<file path="config.mk">
export PLATFORM = sky130hd
export DESIGN_NAME = can_frame_serializer_crc15_core_flat
export DESIGN_NICKNAME = d
export VERILOG_FILES = /design/src/cfs_pkg.sv /design/src/cfs_if.sv /design/src/cfs_ctrl.sv /design/src/cfs_datapath.sv /design/src/can_frame_serializer_crc15_core.sv /design/src/flat_wrapper.sv
export SDC_FILE = /design/constraint.sdc
export NUM_CORES = 1
export LEC_CHECK = 0
export BUFFER_PORTS_ARGS = -buffer_cell sky130_fd_sc_hd__buf_2
export CAP_MARGIN = 15
export CORE_MARGIN = 1
export CORE_UTILIZATION = 31
export CTS_CLUSTER_DIAMETER = 30
export CTS_CLUSTER_SIZE = 10
export DETAILED_ROUTE_END_ITERATION = 8
export GPL_TIMING_DRIVEN = 0
export SLEW_MARGIN = 20
export SYNTH_ARGS = -nofsm -noshare
export SYNTH_HDL_FRONTEND = slang
export SYNTH_SLANG_ARGS = --single-unit
</file>
<file path="constraint.sdc">
create_clock -name clk -period 24.3 [get_ports clk]
set_input_delay 4.86 -clock clk [delete_from_list [all_inputs] [get_ports clk]]
set_output_delay 4.86 -clock clk [all_outputs]
set_load 0.005 [all_outputs]
</file>
<file path="src/cfs_pkg.sv">
// Shared types and constants for the CAN frame serializer with CRC-15.
`default_nettype none

package cfs_pkg;

    // Width of the frame bit counter; a frame is at most 111 bits long.
    localparam int POS_W = 7;

    // Frame layout constants.
    localparam logic [POS_W-1:0] HDR_BITS  = 7'd19;
    localparam logic [POS_W-1:0] CRC_BITS  = 7'd15;
    localparam logic [POS_W-1:0] TAIL_BITS = 7'd13;

    // CAN CRC-15 generator polynomial (x^15 term implied).
    localparam logic [14:0] CRC_POLY = 15'h4599;

    // Controller states, one per section of the frame.
    typedef enum logic [2:0] {
        ST_IDLE,
        ST_HDR,
        ST_DATA,
        ST_CRC,
        ST_TAIL
    } state_t;

    // Source of the frame bit shifted out in the current cycle.
    typedef enum logic [1:0] {
        SRC_HDR,
        SRC_DATA,
        SRC_CRC,
        SRC_TAIL
    } bit_src_t;

    // Commands from the controller to the datapath.
    typedef struct packed {
        logic     load;
        logic     step;
        bit_src_t sel;
    } cmd_t;

    // Status from the datapath to the controller.
    typedef struct packed {
        logic step_ok;
        logic phase_last;
        logic data_empty;
    } status_t;

endpackage

`default_nettype wire

</file>
<file path="src/cfs_if.sv">
// Handshake channels: frame request in, bit chunks out.
`default_nettype none

interface cfs_req_if;
    logic        valid;
    logic        ready;
    logic [10:0] frame_id;
    logic [3:0]  data_length;
    logic [63:0] payload;

    modport source (output valid, output frame_id, output data_length, output payload,
                    input ready);
    modport sink   (input valid, input frame_id, input data_length, input payload,
                    output ready);
endinterface

interface cfs_chunk_if;
    logic       valid;
    logic       ready;
    logic [7:0] chunk_bits;
    logic [3:0] bit_count;
    logic       last;

    modport source (output valid, output chunk_bits, output bit_count, output last,
                    input ready);
    modport sink   (input valid, input chunk_bits, input bit_count, input last,
                    output ready);
endinterface

`default_nettype wire

</file>
<file path="src/cfs_ctrl.sv">
// Frame sequencer: walks header, data, CRC and trailer one bit per step.
`default_nettype none

module cfs_ctrl (
    input  wire logic            clk,
    input  wire logic            rst_n,
    input  wire logic            in_valid,
    output logic                 in_ready,
    input  wire cfs_pkg::status_t status,
    output cfs_pkg::cmd_t        cmd
);

    cfs_pkg::state_t state_reg;
    cfs_pkg::state_t state_next;
    logic            busy;
    logic            advance;

    // A bit moves only in a frame section and when the datapath can take it.
    assign busy    = (state_reg != cfs_pkg::ST_IDLE);
    assign advance = busy && status.step_ok;

    // State register.
    always_ff @(posedge clk or negedge rst_n)
    begin
        if (!rst_n)
        begin
            state_reg <= cfs_pkg::ST_IDLE;
        end
        else
        begin
            state_reg <= state_next;
        end
    end

    // Next state: each section ends on its last bit.
    always_comb
    begin
        state_next = state_reg;
        unique case (state_reg)
            cfs_pkg::ST_IDLE:
            begin
                if (in_valid)
                begin
                    state_next = cfs_pkg::ST_HDR;
                end
            end
            cfs_pkg::ST_HDR:
            begin
                if (advance && status.phase_last)
                begin
                    state_next = status.data_empty ? cfs_pkg::ST_CRC : cfs_pkg::ST_DATA;
                end
            end
            cfs_pkg::ST_DATA:
            begin
                if (advance && status.phase_last)
                begin
                    state_next = cfs_pkg::ST_CRC;
                end
            end
            cfs_pkg::ST_CRC:
            begin
                if (advance && status.phase_last)
                begin
                    state_next = cfs_pkg::ST_TAIL;
                end
            end
            cfs_pkg::ST_TAIL:
            begin
                if (advance && status.phase_last)
                begin
                    state_next = cfs_pkg::ST_IDLE;
                end
            end
            default:
            begin
                state_next = cfs_pkg::ST_IDLE;
            end
        endcase
    end

    // Outputs: request handshake and datapath commands.
    always_comb
    begin
        in_ready = !busy;
        cmd.load = !busy && in_valid;
        cmd.step = advance;
        unique case (state_reg)
            cfs_pkg::ST_DATA: cmd.sel = cfs_pkg::SRC_DATA;
            cfs_pkg::ST_CRC:  cmd.sel = cfs_pkg::SRC_CRC;
            cfs_pkg::ST_TAIL: cmd.sel = cfs_pkg::SRC_TAIL;
            default:          cmd.sel = cfs_pkg::SRC_HDR;
        endcase
    end

endmodule

`default_nettype wire

</file>
<file path="src/cfs_datapath.sv">
// Frame datapath: shift registers, CRC-15, chunk packing and output register.
`default_nettype none

module cfs_datapath #(
    parameter int MAX_DATA_BYTES = 8
) (
    input  wire logic                clk,
    input  wire logic                rst_n,
    input  wire cfs_pkg::cmd_t       cmd,
    output cfs_pkg::status_t         status,
    input  wire logic [10:0]         frame_id,
    input  wire logic [3:0]          data_length,
    input  wire logic [63:0]         payload,
    output logic                     out_valid,
    input  wire logic                out_ready,
    output logic [7:0]               chunk_bits,
    output logic [3:0]               bit_count,
    output logic                     last
);

    localparam int PW = cfs_pkg::POS_W;

    logic [18:0]   header_reg;
    logic [63:0]   data_reg;
    logic [14:0]   crc_reg;
    logic [PW-1:0] pos_reg;
    logic [PW-1:0] nbits_reg;
    logic [7:0]    asm_reg;
    logic          out_valid_reg;
    logic [7:0]    chunk_reg;
    logic [3:0]    count_reg;
    logic          last_reg;

    logic [3:0]    len_sat;
    logic [PW-1:0] nbits_in;
    logic [PW-1:0] data_end;
    logic [PW-1:0] phase_end;
    logic          phase_last;
    logic          cur_bit;
    logic          fb;
    logic [PW-1:0] pos_next;
    logic [7:0]    asm_next;
    logic [3:0]    fill;
    logic          final_bit;
    logic          emit;
    logic          out_free;

    // Saturate the length code and size the data section.
    assign len_sat  = (data_length > 4'(MAX_DATA_BYTES)) ? 4'(MAX_DATA_BYTES) : data_length;
    assign nbits_in = {len_sat[3:0], 3'b000};

    // Section boundaries measured in frame bits.
    assign data_end = cfs_pkg::HDR_BITS + nbits_reg;

    always_comb
    begin
        unique case (cmd.sel)
            cfs_pkg::SRC_HDR:  phase_end = cfs_pkg::HDR_BITS;
            cfs_pkg::SRC_DATA: phase_end = data_end;
            cfs_pkg::SRC_CRC:  phase_end = data_end + cfs_pkg::CRC_BITS;
            cfs_pkg::SRC_TAIL: phase_end = data_end + cfs_pkg::CRC_BITS + cfs_pkg::TAIL_BITS;
            default:           phase_end = cfs_pkg::HDR_BITS;
        endcase
    end

    assign phase_last = (pos_reg == phase_end - 7'd1);

    // Current frame bit; the trailer is all ones but for the ack slot.
    always_comb
    begin
        unique case (cmd.sel)
            cfs_pkg::SRC_HDR:  cur_bit = header_reg[18];
            cfs_pkg::SRC_DATA: cur_bit = data_reg[63];
            cfs_pkg::SRC_CRC:  cur_bit = crc_reg[14];
            cfs_pkg::SRC_TAIL: cur_bit = (pos_reg != data_end + cfs_pkg::CRC_BITS + 7'd1);
            default:           cur_bit = 1'b1;
        endcase
    end

    assign fb = cur_bit ^ crc_reg[14];

    // Chunk packing; the final chunk is left aligned and zero padded.
    assign pos_next  = pos_reg + 7'd1;
    assign asm_next  = {asm_reg[6:0], cur_bit};
    assign fill      = (pos_next[2:0] == 3'd0) ? 4'd8 : {1'b0, pos_next[2:0]};
    assign final_bit = (cmd.sel == cfs_pkg::SRC_TAIL) && phase_last;
    assign emit      = (pos_next[2:0] == 3'd0) || final_bit;
    assign out_free  = !out_valid_reg || out_ready;

    assign status.step_ok    = !emit || out_free;
    assign status.phase_last = phase_last;
    assign status.data_empty = (nbits_reg == '0);

    // Frame control: bit counter.
    always_ff @(posedge clk or negedge rst_n)
    begin
        if (!rst_n)
        begin
            pos_reg <= '0;
        end
        else if (cmd.load)
        begin
            pos_reg <= '0;
        end
        else if (cmd.step)
        begin
            pos_reg <= pos_next;
        end
    end

    // Frame payload: shift registers, CRC and chunk assembly.
    always_ff @(posedge clk)
    begin
        if (cmd.load)
        begin
            header_reg <= {1'b0, frame_id, 3'b000, len_sat};
            data_reg   <= payload << (7'd64 - nbits_in);
            nbits_reg  <= nbits_in;
            crc_reg    <= '0;
            asm_reg    <= '0;
        end
        else if (cmd.step)
        begin
            asm_reg <= asm_next;
            unique case (cmd.sel)
                cfs_pkg::SRC_HDR:
                begin
                    header_reg <= {header_reg[17:0], 1'b0};
                    crc_reg    <= {crc_reg[13:0], 1'b0} ^ (fb ? cfs_pkg::CRC_POLY : 15'd0);
                end
                cfs_pkg::SRC_DATA:
                begin
                    data_reg <= {data_reg[62:0], 1'b0};
                    crc_reg  <= {crc_reg[13:0], 1'b0} ^ (fb ? cfs_pkg::CRC_POLY : 15'd0);
                end
                cfs_pkg::SRC_CRC:
                begin
                    crc_reg <= {crc_reg[13:0], 1'b0};
                end
                default:
                begin
                    crc_reg <= crc_reg;
                end
            endcase
        end
    end

    // Output register valid flag.
    always_ff @(posedge clk or negedge rst_n)
    begin
        if (!rst_n)
        begin
            out_valid_reg <= 1'b0;
        end
        else if (cmd.step && emit)
        begin
            out_valid_reg <= 1'b1;
        end
        else if (out_ready)
        begin
            out_valid_reg <= 1'b0;
        end
    end

    // Output register beat contents.
    always_ff @(posedge clk)
    begin
        if (cmd.step && emit)
        begin
            chunk_reg <= asm_next << (4'd8 - fill);
            count_reg <= fill;
            last_reg  <= final_bit;
        end
    end

    assign out_valid  = out_valid_reg;
    assign chunk_bits = chunk_reg;
    assign bit_count  = count_reg;
    assign last       = last_reg;

endmodule

`default_nettype wire

</file>
<file path="src/can_frame_serializer_crc15_core.sv">
// Timing: a frame of 47 + 8*L bits (L = saturated length) is shifted one bit per cycle
// while no held output beat stalls it, so a frame is 47 to 111 bits long; the rate is set
// by the single-bit shift and CRC loop, and a new request is taken only after the whole frame;
// a held output beat stalls the shift only when the next chunk is complete.
// Reset (rst_n, asynchronous, active low) clears the sequencer, bit counter and
// output valid; the block is ready for a request in the first cycle after reset.
`default_nettype none

module can_frame_serializer_crc15_core #(
    parameter int MAX_DATA_BYTES = 8
) (
    input  wire logic   clk,
    input  wire logic   rst_n,
    cfs_req_if.sink     req,
    cfs_chunk_if.source chunk
);

    cfs_pkg::cmd_t    cmd;
    cfs_pkg::status_t status;

    // Sequencer.
    cfs_ctrl u_ctrl (
        .clk      (clk),
        .rst_n    (rst_n),
        .in_valid (req.valid),
        .in_ready (req.ready),
        .status   (status),
        .cmd      (cmd)
    );

    // Shift, CRC and chunk datapath.
    cfs_datapath #(
        .MAX_DATA_BYTES (MAX_DATA_BYTES)
    ) u_datapath (
        .clk         (clk),
        .rst_n       (rst_n),
        .cmd         (cmd),
        .status      (status),
        .frame_id    (req.frame_id),
        .data_length (req.data_length),
        .payload     (req.payload),
        .out_valid   (chunk.valid),
        .out_ready   (chunk.ready),
        .chunk_bits  (chunk.chunk_bits),
        .bit_count   (chunk.bit_count),
        .last        (chunk.last)
    );

endmodule

`default_nettype wire

</file>
<file path="src/flat_wrapper.sv">
// flat-port wrapper written by rule: the top's interface ports become plain ports
module can_frame_serializer_crc15_core_flat 
#(
    parameter int MAX_DATA_BYTES = 8
)
  (clk, rst_n, req_valid, req_frame_id, req_data_length, req_payload, req_ready, chunk_valid, chunk_chunk_bits, chunk_bit_count, chunk_last, chunk_ready);
  cfs_req_if req_i ();
  cfs_chunk_if chunk_i ();
  input  wire logic clk;
  input  wire logic rst_n;
  input wire logic [$bits(req_i.valid)-1:0] req_valid;
  input wire logic [$bits(req_i.frame_id)-1:0] req_frame_id;
  input wire logic [$bits(req_i.data_length)-1:0] req_data_length;
  input wire logic [$bits(req_i.payload)-1:0] req_payload;
  output wire logic [$bits(req_i.ready)-1:0] req_ready;
  output wire logic [$bits(chunk_i.valid)-1:0] chunk_valid;
  output wire logic [$bits(chunk_i.chunk_bits)-1:0] chunk_chunk_bits;
  output wire logic [$bits(chunk_i.bit_count)-1:0] chunk_bit_count;
  output wire logic [$bits(chunk_i.last)-1:0] chunk_last;
  input wire logic [$bits(chunk_i.ready)-1:0] chunk_ready;
  assign req_i.valid = req_valid;
  assign req_i.frame_id = req_frame_id;
  assign req_i.data_length = req_data_length;
  assign req_i.payload = req_payload;
  assign req_ready = req_i.ready;
  assign chunk_valid = chunk_i.valid;
  assign chunk_chunk_bits = chunk_i.chunk_bits;
  assign chunk_bit_count = chunk_i.bit_count;
  assign chunk_last = chunk_i.last;
  assign chunk_i.ready = chunk_ready;
  can_frame_serializer_crc15_core #(.MAX_DATA_BYTES(MAX_DATA_BYTES)) u_core (.clk(clk), .rst_n(rst_n), .req(req_i), .chunk(chunk_i));
endmodule
</file>
Word level (Yosys, flattened, before mapping). Cells that the tools add are included.

Register bits: 133. Input port bits: 83. Output and inout port bits: 15. Logic and storage cells: 90.

Add/sub/neg operators: 8. $lt $le $gt $ge: 1. Equality and inequality tests: 14. Shift operators: 2. Mux-type cells: 24. Bitwise logic cells: 2. Reduce and logical (&&, ||, !) cells: 27.

Operators with widths (number): 2-to-1 mux 64 bit (3); left shift 64 x 7 -> 64 bit (1); 2-to-1 mux 18 bit (3); one-hot mux 15 bit (2 select lines) (1); one-hot mux 7 bit (4 select lines) (1); 2-to-1 mux 15 bit (1); 2-to-1 mux 3 bit (5); one-hot mux 3 bit (5 select lines) (1); bitwise XOR 15 bit (1); adder 7 x 1 -> 7 bit (second input constant) (2); adder 7 x 4 -> 7 bit (second input constant) (2); 2-to-1 mux 7 bit (2); != test 2 bit (second input constant) (5); nonzero test 2 bit (5); 2-to-1 mux 4 bit (2); AND reduction 2 bit (4); left shift 8 x 4 -> 8 bit (1); adder 5 x 7 -> 7 bit (first input constant) (1); equality test 7 bit (1); zero test 7 bit (1); != test 7 bit (1); subtractor 7 x 1 -> 7 bit (second input constant) (1); subtractor 7 bit (first input constant) (1); equality test 3 x 2 -> 1 bit (second input constant) (2); other kinds (18) (30).

Longest topological paths before layout. Gate-level depths: netlist of the first run.

Depth in word-level cells: 14. Depth in mapped cells: 12. Depth with buffers taken out: 9.

By module. From an unflattened synthesis of the first run, not the netlist that was laid out.

Cell total of the unflattened synthesis: 799. Area, all modules: 7958.9 um^2.

By module, submodules not included: cfs_datapath (instances 1, cells an instance 775, area each 7741.2 um^2, sequential area each 3603.5 um^2); cfs_ctrl (instances 1, cells an instance 24, area each 217.7 um^2, sequential area each 75.1 um^2).

Worst setup path after synthesis of the first run. OpenSTA, ideal clock, no wires.

Path type: input to register. Start: in chunk_ready. End: reg u_core.u_datapath.data_reg[0] (enable). Data arrival time: 15110 ps. Data required time: 23472 ps. Slack: 8361 ps. Cell stages on the path: 3. Cell sequence: nor2b_1 > and2_1 > a2111oi_0.

Longest elaborated chain between the ends: 5.

RTL lines: start, declared (line flat_wrapper.sv:20) `input wire logic [$bits(chunk_i.ready)-1:0] chunk_ready;`; logical OR 1 bit (line cfs_datapath.sv:88) `assign out_free = !out_valid_reg || out_ready;`; logical OR 1 bit (line cfs_datapath.sv:90) `assign status.step_ok = !emit || out_free;`; logical AND 1 bit (line cfs_ctrl.sv:20) `assign advance = busy && status.step_ok;`; nonzero test 2 bit (no source line); AND reduction 2 bit (no source line); end signal, assigned (line cfs_datapath.sv:117) `data_reg <= payload << (7'd64 - nbits_in);`; end signal, assigned (line cfs_datapath.sv:133) `data_reg <= {data_reg[62:0], 1'b0};`; end, declared (line cfs_datapath.sv:24) `logic [63:0] data_reg;`.

No other way between the ends. A chain may end at the register's enable or synchronous reset.

Worst setup path in the final report of the first run.
Start: in req_data_length[3]. End: reg u_core.u_datapath.data_reg[55] (data pin).

Longest elaborated chain between the ends: 5.

RTL lines: start, declared (line flat_wrapper.sv:13) `input wire logic [$bits(req_i.data_length)-1:0] req_data_length;`; greater-than comparator 4 bit (line cfs_datapath.sv:49) `assign len_sat = (data_length > 4'(MAX_DATA_BYTES)) ? 4'(MAX_DATA_BYTES) : data_length;`; 2-to-1 mux 4 bit (*) (line cfs_datapath.sv:49); subtractor 7 bit (*) (line cfs_datapath.sv:117); left shift 64 x 7 -> 64 bit (*) (line cfs_datapath.sv:117); 2-to-1 mux 64 bit (*) (line cfs_datapath.sv:114) `if (cmd.load)`.

Every way passes the cells marked *; elsewhere a longest branch is shown, timed or not.

==> out/qor.txt, run 1 <==
Tmin final = 8.549 ns
CORE AREA = 24250 sq um
Storage cell area = 3679 sq um
CP cell instances = buf_2 -> nand2b_1 -> clkbuf_1 -> clkbuf_1 -> clkbuf_1 -> ha_1 -> nor2_1 -> a211oi_1 -> clkbuf_1 -> a222oi_1 -> inv_1
Overflow after GRT = 0
CTS sink cnt = 133
Worst EP required = 24.60 ns
Final Setup Violations = 0
starting density of the core = 0.3147
die height = 158.9 um
CTS buffer count = 17
vias per cell = 5.292
synthesis-to-finish area growth = 19.58%
fraction of layout cells with a size suffix above 1 = 0.1723
register area share after synthesis = 0.4820
gr usage total = 0.1742
final hold vios = 0
Critical Path Max Stage Delay = 0.98 ns
initial antenna violation count = 0
Synth Flop Type = edfxtp_1
fin crit share = 0.3518
vias in the first global route = 6220
DRC Markers = 0
maximum vdd drop = 46.53 uV
Yosys reg bits = 133
Die Width = 158.9 um
largest net degree at the start of global routing = 17
Crit path arrival time = 8.85 ns
syn avg cell area = 9.910 sq um
Post-synth ARST share = 0.08271
# IOs = 98
Final TNS setup = 0 ns
area of the multi-input gates = 3603 sq um
max-slew headroom at the worst pin = 0.1815
post-synth cell types = 62
CTS tree = yes
clock root buffer = clkbuf_16
cells after synthesis = 770
number of flip-flops in the largest register = 64
Synth Net Count = 862
H-Tree Level Count = 4
Detail Route Antenna Nets = 0
Worst-path clk slew = 0.06 ns
CP max FO = 10
CP Launch Type = primary input
crit end category = register
RSZ-0062 raised after global routing = false
most used cell, CP = clkbuf_1
Fill cells = 2508
count of final max-slew check failures = 0
status = finished clean
Cell Count, Final, Fillers Out = 1235
Vias = 6536
post-CTS setup buffer count = 0
power per cell area = 122.9 nW/um^2
Post-synth EDFFs = 96
Post-CTS Resized = 0
clk_skew = 0.01633 ns
max_cap viols = 0
site row count = 57
Routed wire per std cell = 17.76 um
min-delay worst type = register to register
CTS Hold Bufs = 0
CP max-delay cell = a211oi_1
maximum clock frequency = 117.0 MHz
IO buf count = 97
Slew @ Worst Pin = 1.220 ns
nets@finish = 990
Final HPWL DP = 16170 um
total wire length = 21930 um
Syn. warnings = 0
mapped cell area = 7631 sq um
crit path kind = primary input to register
antenna cell count = 0
full die area = 25250 sq um
first-pass GRT wire length = 34120 um
Clock Path Buffers = 2
Post-Place Cells = 1203
Routability Congestion = 0.9329
total iterations of the first detailed-routing run = 8
Leak = 3.688 nW
DRT iter0 DRCs = 621
worst-skew pair later-pin latency = 0.43 ns
==> critical path, delay by kind of cell <==
family	cells	cell delay, ns
buffers and inverters	6	2.31
AND/OR/NAND/NOR	2	0.18
AO/OA/AOI/OAI	2	1.14
adder cells (fa/ha/maj)	1	0.34
==> cell families after synthesis <==
| kind of cell | after synthesis | synth area share |
|---|---|---|
| flip-flops | 133 | 0.4820 |
| multiplexers | 57 | 0.08133 |
| adder cells (fa/ha/maj) | 9 | 0.01476 |
| XOR/XNOR | 20 | 0.03558 |
| AO/OA/AOI/OAI | 195 | 0.1702 |
| AND/OR/NAND/NOR | 265 | 0.1695 |
| buffers and inverters | 91 | 0.04656 |
==> cell usage after synthesis (3+ instances only) <==
master | n | share of area
mux2i_1 | 53 | 0.070
dfrtp_1 | 11 | 0.036
xnor2_1 | 7 | 0.0080
a211oi_1 | 22 | 0.022
nor3_1 | 5 | 0.0033
a22o_1 | 28 | 0.032
ha_1 | 9 | 0.015
mux4_2 | 4 | 0.012
edfxtp_1 | 96 | 0.38
nor2_1 | 32 | 0.016
buf_1 | 5 | 0.0025
buf_2 | 3 | 0.0020
xnor3_1 | 7 | 0.021
inv_1 | 28 | 0.014
a31oi_1 | 8 | 0.0066
nand4_1 | 3 | 0.0025
o31ai_1 | 3 | 0.0030
nand2b_1 | 13 | 0.011
nand3_1 | 32 | 0.021
nor2b_1 | 3 | 0.0025
dfxtp_1 | 26 | 0.068
clkbuf_1 | 51 | 0.025
or3_1 | 3 | 0.0025
nand2_1 | 119 | 0.059
and3_1 | 3 | 0.0025
and2_0 | 3 | 0.0025
and2_1 | 17 | 0.014
xor2_1 | 6 | 0.0069
o22ai_1 | 9 | 0.0074
nor4_1 | 3 | 0.0025
a21oi_1 | 53 | 0.035
nand3b_1 | 14 | 0.014
a222oi_1 | 16 | 0.021
o21ai_0 | 37 | 0.024
o21ai_1 | 3 | 0.0020
==> layout by cell type, fill, tap and decap left out, types with 4 or more instances in the layout <==
cell type,synthesis,layout
nand2_1,119,119
buf_2,3,111
edfxtp_1,96,96
clkbuf_1,51,53
a21oi_1,53,53
mux2i_1,53,53
o21ai_0,37,37
nor2_1,32,32
nand3_1,32,32
inv_1,28,28
a22o_1,28,28
dfxtp_1,26,26
a211oi_1,22,22
and2_1,17,17
clkbuf_16,0,17
a222oi_1,16,16
nand3b_1,14,14
nand2b_1,13,13
dfrtp_1,11,11
o22ai_1,9,9
ha_1,9,9
a31oi_1,8,8
xnor2_1,7,7
xnor3_1,7,7
xor2_1,6,6
nor3_1,5,5
buf_1,5,5
clkinv_4,0,5
mux4_2,4,4
==> through the flow <==
stage	cell area [sq um]	util	power (mW)	setup slack (ns)	hold WS, ns
detailed placement	8591	0.3543	0.8896	15.55	0.4441
finish	9125	0.3763	1.121	15.75	0.4501
global route	9125	0.3763	1.201	15.76	0.4731
CTS	9125	0.3763	1.127	15.98	0.4530
global placement	8522	0.3514	0.8956	3.297	0.4379
floorplan	7631	-	0.7792	8.361	0.4321
==> power by group <==
| part | leakage, nW | internal [mW] | switching, mW |
|---|---|---|---|
| combinational | 2.17 | 0.200 | 0.251 |
| sequential | 1.27 | 0.393 | 0.0432 |
| clock | 0.252 | 0.131 | 0.103 |
| total | 3.69 | 0.724 | 0.397 |
==> routing by layer <==
layer	wire length (um)	vias up	global-route usage
met2	10100	299	0.2761
met5	0	-	0
li1	-	3106	-
met3	1745	41	0.04493
met1	9620	3090	0.2303
met4	468	0	0.05813
==> final cells by class <==
cell class / count / area share
Sequential cell: 133 / 0.4031
Multi-Input combinational cell: 546 / 0.3949
Timing Repair Buffer: 109 / 0.06006
Clock buffer: 19 / 0.04744
Tap cell: 324 / 0.04443
Buffer: 62 / 0.02701
Inverter: 29 / 0.01193
Clock inverter: 13 / 0.01111
==> final timing paths <==
path,start,endpoint,slack [ns],depth (start not counted)
worst max register to register,u_core.u_datapath.nbits_reg[4],u_core.u_datapath.bit_count[3],20.43,10
worst max-delay path,req_data_length[3],u_core.u_datapath.data_reg[55],15.75,11
worst min-delay path,u_core.u_datapath.crc_reg[12],u_core.u_datapath.crc_reg[13],0.45,2
worst min register to register,u_core.u_datapath.crc_reg[12],u_core.u_datapath.crc_reg[13],0.45,2
min in group asynchronous,rst_n,u_core.u_ctrl.state_reg[1],4.31,1
max in group asynchronous,rst_n,u_core.u_ctrl.state_reg[2],19.75,1
(Power assumes the default switching activity.)
==> run 2, diff against run 1 <==
- clock period: 24.3 -> 7.89 ns (I/O delays scaled with it)
==> run 2 against run 1 <==
Effect of this change:
- critical path type unchanged
- combinational power grew to 3.1 times the previous value
- routed wire length fell by 0.21%
- design area up 0.70%
- register-to-register slack worse by 16 ns
- power grew to 3.1 times the previous value
- hold slack lost 0.0013 ns
- clock-buffer cell count decreased by 1
- critical path depth up 1
- sequential cell count is the same
- sequential power rose to 3.1 times the previous value
- critical endpoint is now u_core.u_datapath.data_reg[34]
- non-clock buffer count is 6 lower
- sequential share of layout area down 0.28 points
==> out/qor.txt, run 2 (same netlist as run 1, synthesis figures left out) <==
antenna cell count = 0 (unchanged)
Slew @ Worst Pin = 0.9407 ns (-0.2797 ns)
DRC Markers = 0 (unchanged)
clock root buffer = clkbuf_16
gr usage total = 0.1740 (-0.0001799)
IO buf count = 97 (unchanged)
Detail Route Antenna Nets = 0 (unchanged)
Vias = 6510 (-0.40%)
Routed wire per std cell = 17.81 um (+0.28%)
status = finished clean
CORE AREA = 24250 sq um (unchanged)
max-slew headroom at the worst pin = 0.3729 (+0.1914)
final hold vios = 0 (unchanged)
nets@finish = 984 (-0.61%)
CP max FO = 10 (unchanged)
maximum vdd drop = 129.5 uV (+180%)
vias in the first global route = 6312 (+1.5%)
total power = 3.526 mW (+210%)
number of flip-flops in the largest register = 64 (unchanged)
DRT iter0 DRCs = 584 (-6.0%)
Cell Count, Final, Fillers Out = 1229 (-0.49%)
Crit path arrival time = 5.27 ns (-3.58 ns)
post-CTS setup buffer count = 0 (unchanged)
Fill cells = 2508 (unchanged)
synthesis-to-finish area growth = 20.41%
delay-heaviest family, CP = buffers and inverters
first-pass GRT wire length = 34040 um (-0.22%)
total iterations of the first detailed-routing run = 5 (-3)
power per cell area = 383.7 nW/um^2 (+210%)
post-route cell area = 9189 sq um (+0.70%)
Overflow after GRT = 0 (unchanged)
Critical Path Max Stage Delay = 0.66 ns (-0.32 ns)
Final HPWL DP = 16190 um (+0.15%)
Crit path buffers/inverters = 6 (unchanged)
H-Tree Level Count = 4 (unchanged)
CTS tree = yes
worst-skew pair later-pin latency = 0.43 ns (about the same)
Post-Place Cells = 1197 (-0.50%)
critical path depth = 12 (+1)
Leak = 3.684 nW (about the same)
clk_skew = 0.008861 ns (-0.007471 ns)
starting density of the core = 0.3147 (unchanged)
crit end category = register
Worst-path clk slew = 0.06 ns (about the same)
maximum clock frequency = 199.6 MHz
min-delay worst type = register to register
Final Setup Violations = 0 (unchanged)
Tmin final = 5.011 ns
commonest cells after routing, fill and taps aside = nand2_1, buf_2, edfxtp_1
most used cell, CP = clkbuf_1
CP cell instances = buf_2 -> nand2b_1 -> clkbuf_1 -> clkbuf_1 -> clkbuf_1 -> ha_1 -> clkbuf_1 -> a211o_1 -> clkbuf_1 -> nor2_1 -> a21oi_1 -> o21ai_0
Min-Delay Path Depth = 2 (unchanged)
R2R Setup Slk = 4.05 ns (-16.38 ns)
Worst EP required = 8.15 ns (-16.45 ns)
Die Width = 158.9 um (unchanged)
Reg2Reg Depth = 10 (unchanged)
Post-DP Area = 8601 sq um (+0.12%)
total wire length = 21890 um (-0.21%)
Post-CTS Resized = 0 (unchanged)
count of final max-slew check failures = 0 (unchanged)
crit path kind = primary input to register
area of the multi-input gates = 3621 sq um (+0.49%)
full die area = 25250 sq um (unchanged)
hold slack final = 0.4488 ns (-0.001277 ns)
Final TNS setup = 0 ns (unchanged)
CTS sink cnt = 133 (unchanged)
largest net degree at the start of global routing = 17 (unchanged)
CTS buffer count = 17 (unchanged)
CTS Hold Bufs = 0 (unchanged)
Clock Path Buffers = 2 (unchanged)
# IOs = 98 (unchanged)
Routability Congestion = 0.9250 (-0.85%)
site row count = 57 (unchanged)
CP max-delay cell = clkbuf_1
CP Launch Type = primary input
commonest non-fill, non-tap cell in the layout = nand2_1
Storage cell area = 3679 sq um (unchanged)
fin crit share = 0.6351
initial antenna violation count = 0 (unchanged)
vias per cell = 5.297 (about the same)
max_cap viols = 0 (unchanged)
RSZ-0062 raised after global routing = false
die height = 158.9 um (unchanged)
fraction of layout cells with a size suffix above 1 = 0.1702 (-0.002172)
run 2: cell type report:
| cell class | count | area share |
|---|---|---|
| Tap cell | 324 | 0.04412 |
| Multi-Input combinational cell | 546 | 0.3941 |
| Sequential cell | 133 | 0.4003 |
| Timing Repair Buffer | 103 | 0.05937 |
| Buffer | 62 | 0.02682 |
| Clock inverter | 14 | 0.01675 |
| Inverter | 29 | 0.01185 |
| Clock buffer | 18 | 0.04670 |
run 2: path summary, 6_finish.rpt:
kind                                                     start                        endpoint
worst max-delay path                        req_data_length[3]  u_core.u_datapath.data_reg[34]
worst min-delay path             u_core.u_datapath.crc_reg[12]   u_core.u_datapath.crc_reg[13]
worst max register to register  u_core.u_datapath.nbits_reg[4]  u_core.u_datapath.bit_count[2]
worst min register to register   u_core.u_datapath.crc_reg[12]   u_core.u_datapath.crc_reg[13]
max in group asynchronous                                rst_n      u_core.u_ctrl.state_reg[0]
min in group asynchronous                                rst_n    u_core.u_datapath.pos_reg[2]
run 2: tightest hold or removal path, cell delays in order (launching register included):
cell	delay, ns
dfxtp_1	0.31
nand2_1	0.05
a21oi_1	0.05
run 2: metrics by stage:
step	util	setup slack, ns
floorplan	-	1.541
global placement	0.3517	-0.5084
detailed placement	0.3547	2.398
CTS	0.3787	2.836
global route	0.3789	2.642
finish	0.3789	2.879
run 2: power breakdown:
group	switching, mW	internal, mW
Clock	0.321	0.467
Combinational	0.771	0.621
Sequential	0.135	1.21
run 2: routing by layer:
metal | track usage | part of all wire
met2 | 0.2801 | 0.47
met1 | 0.2248 | 0.44
met4 | 0.07037 | 0.027
met5 | 0 | 0
met3 | 0.04023 | 0.071
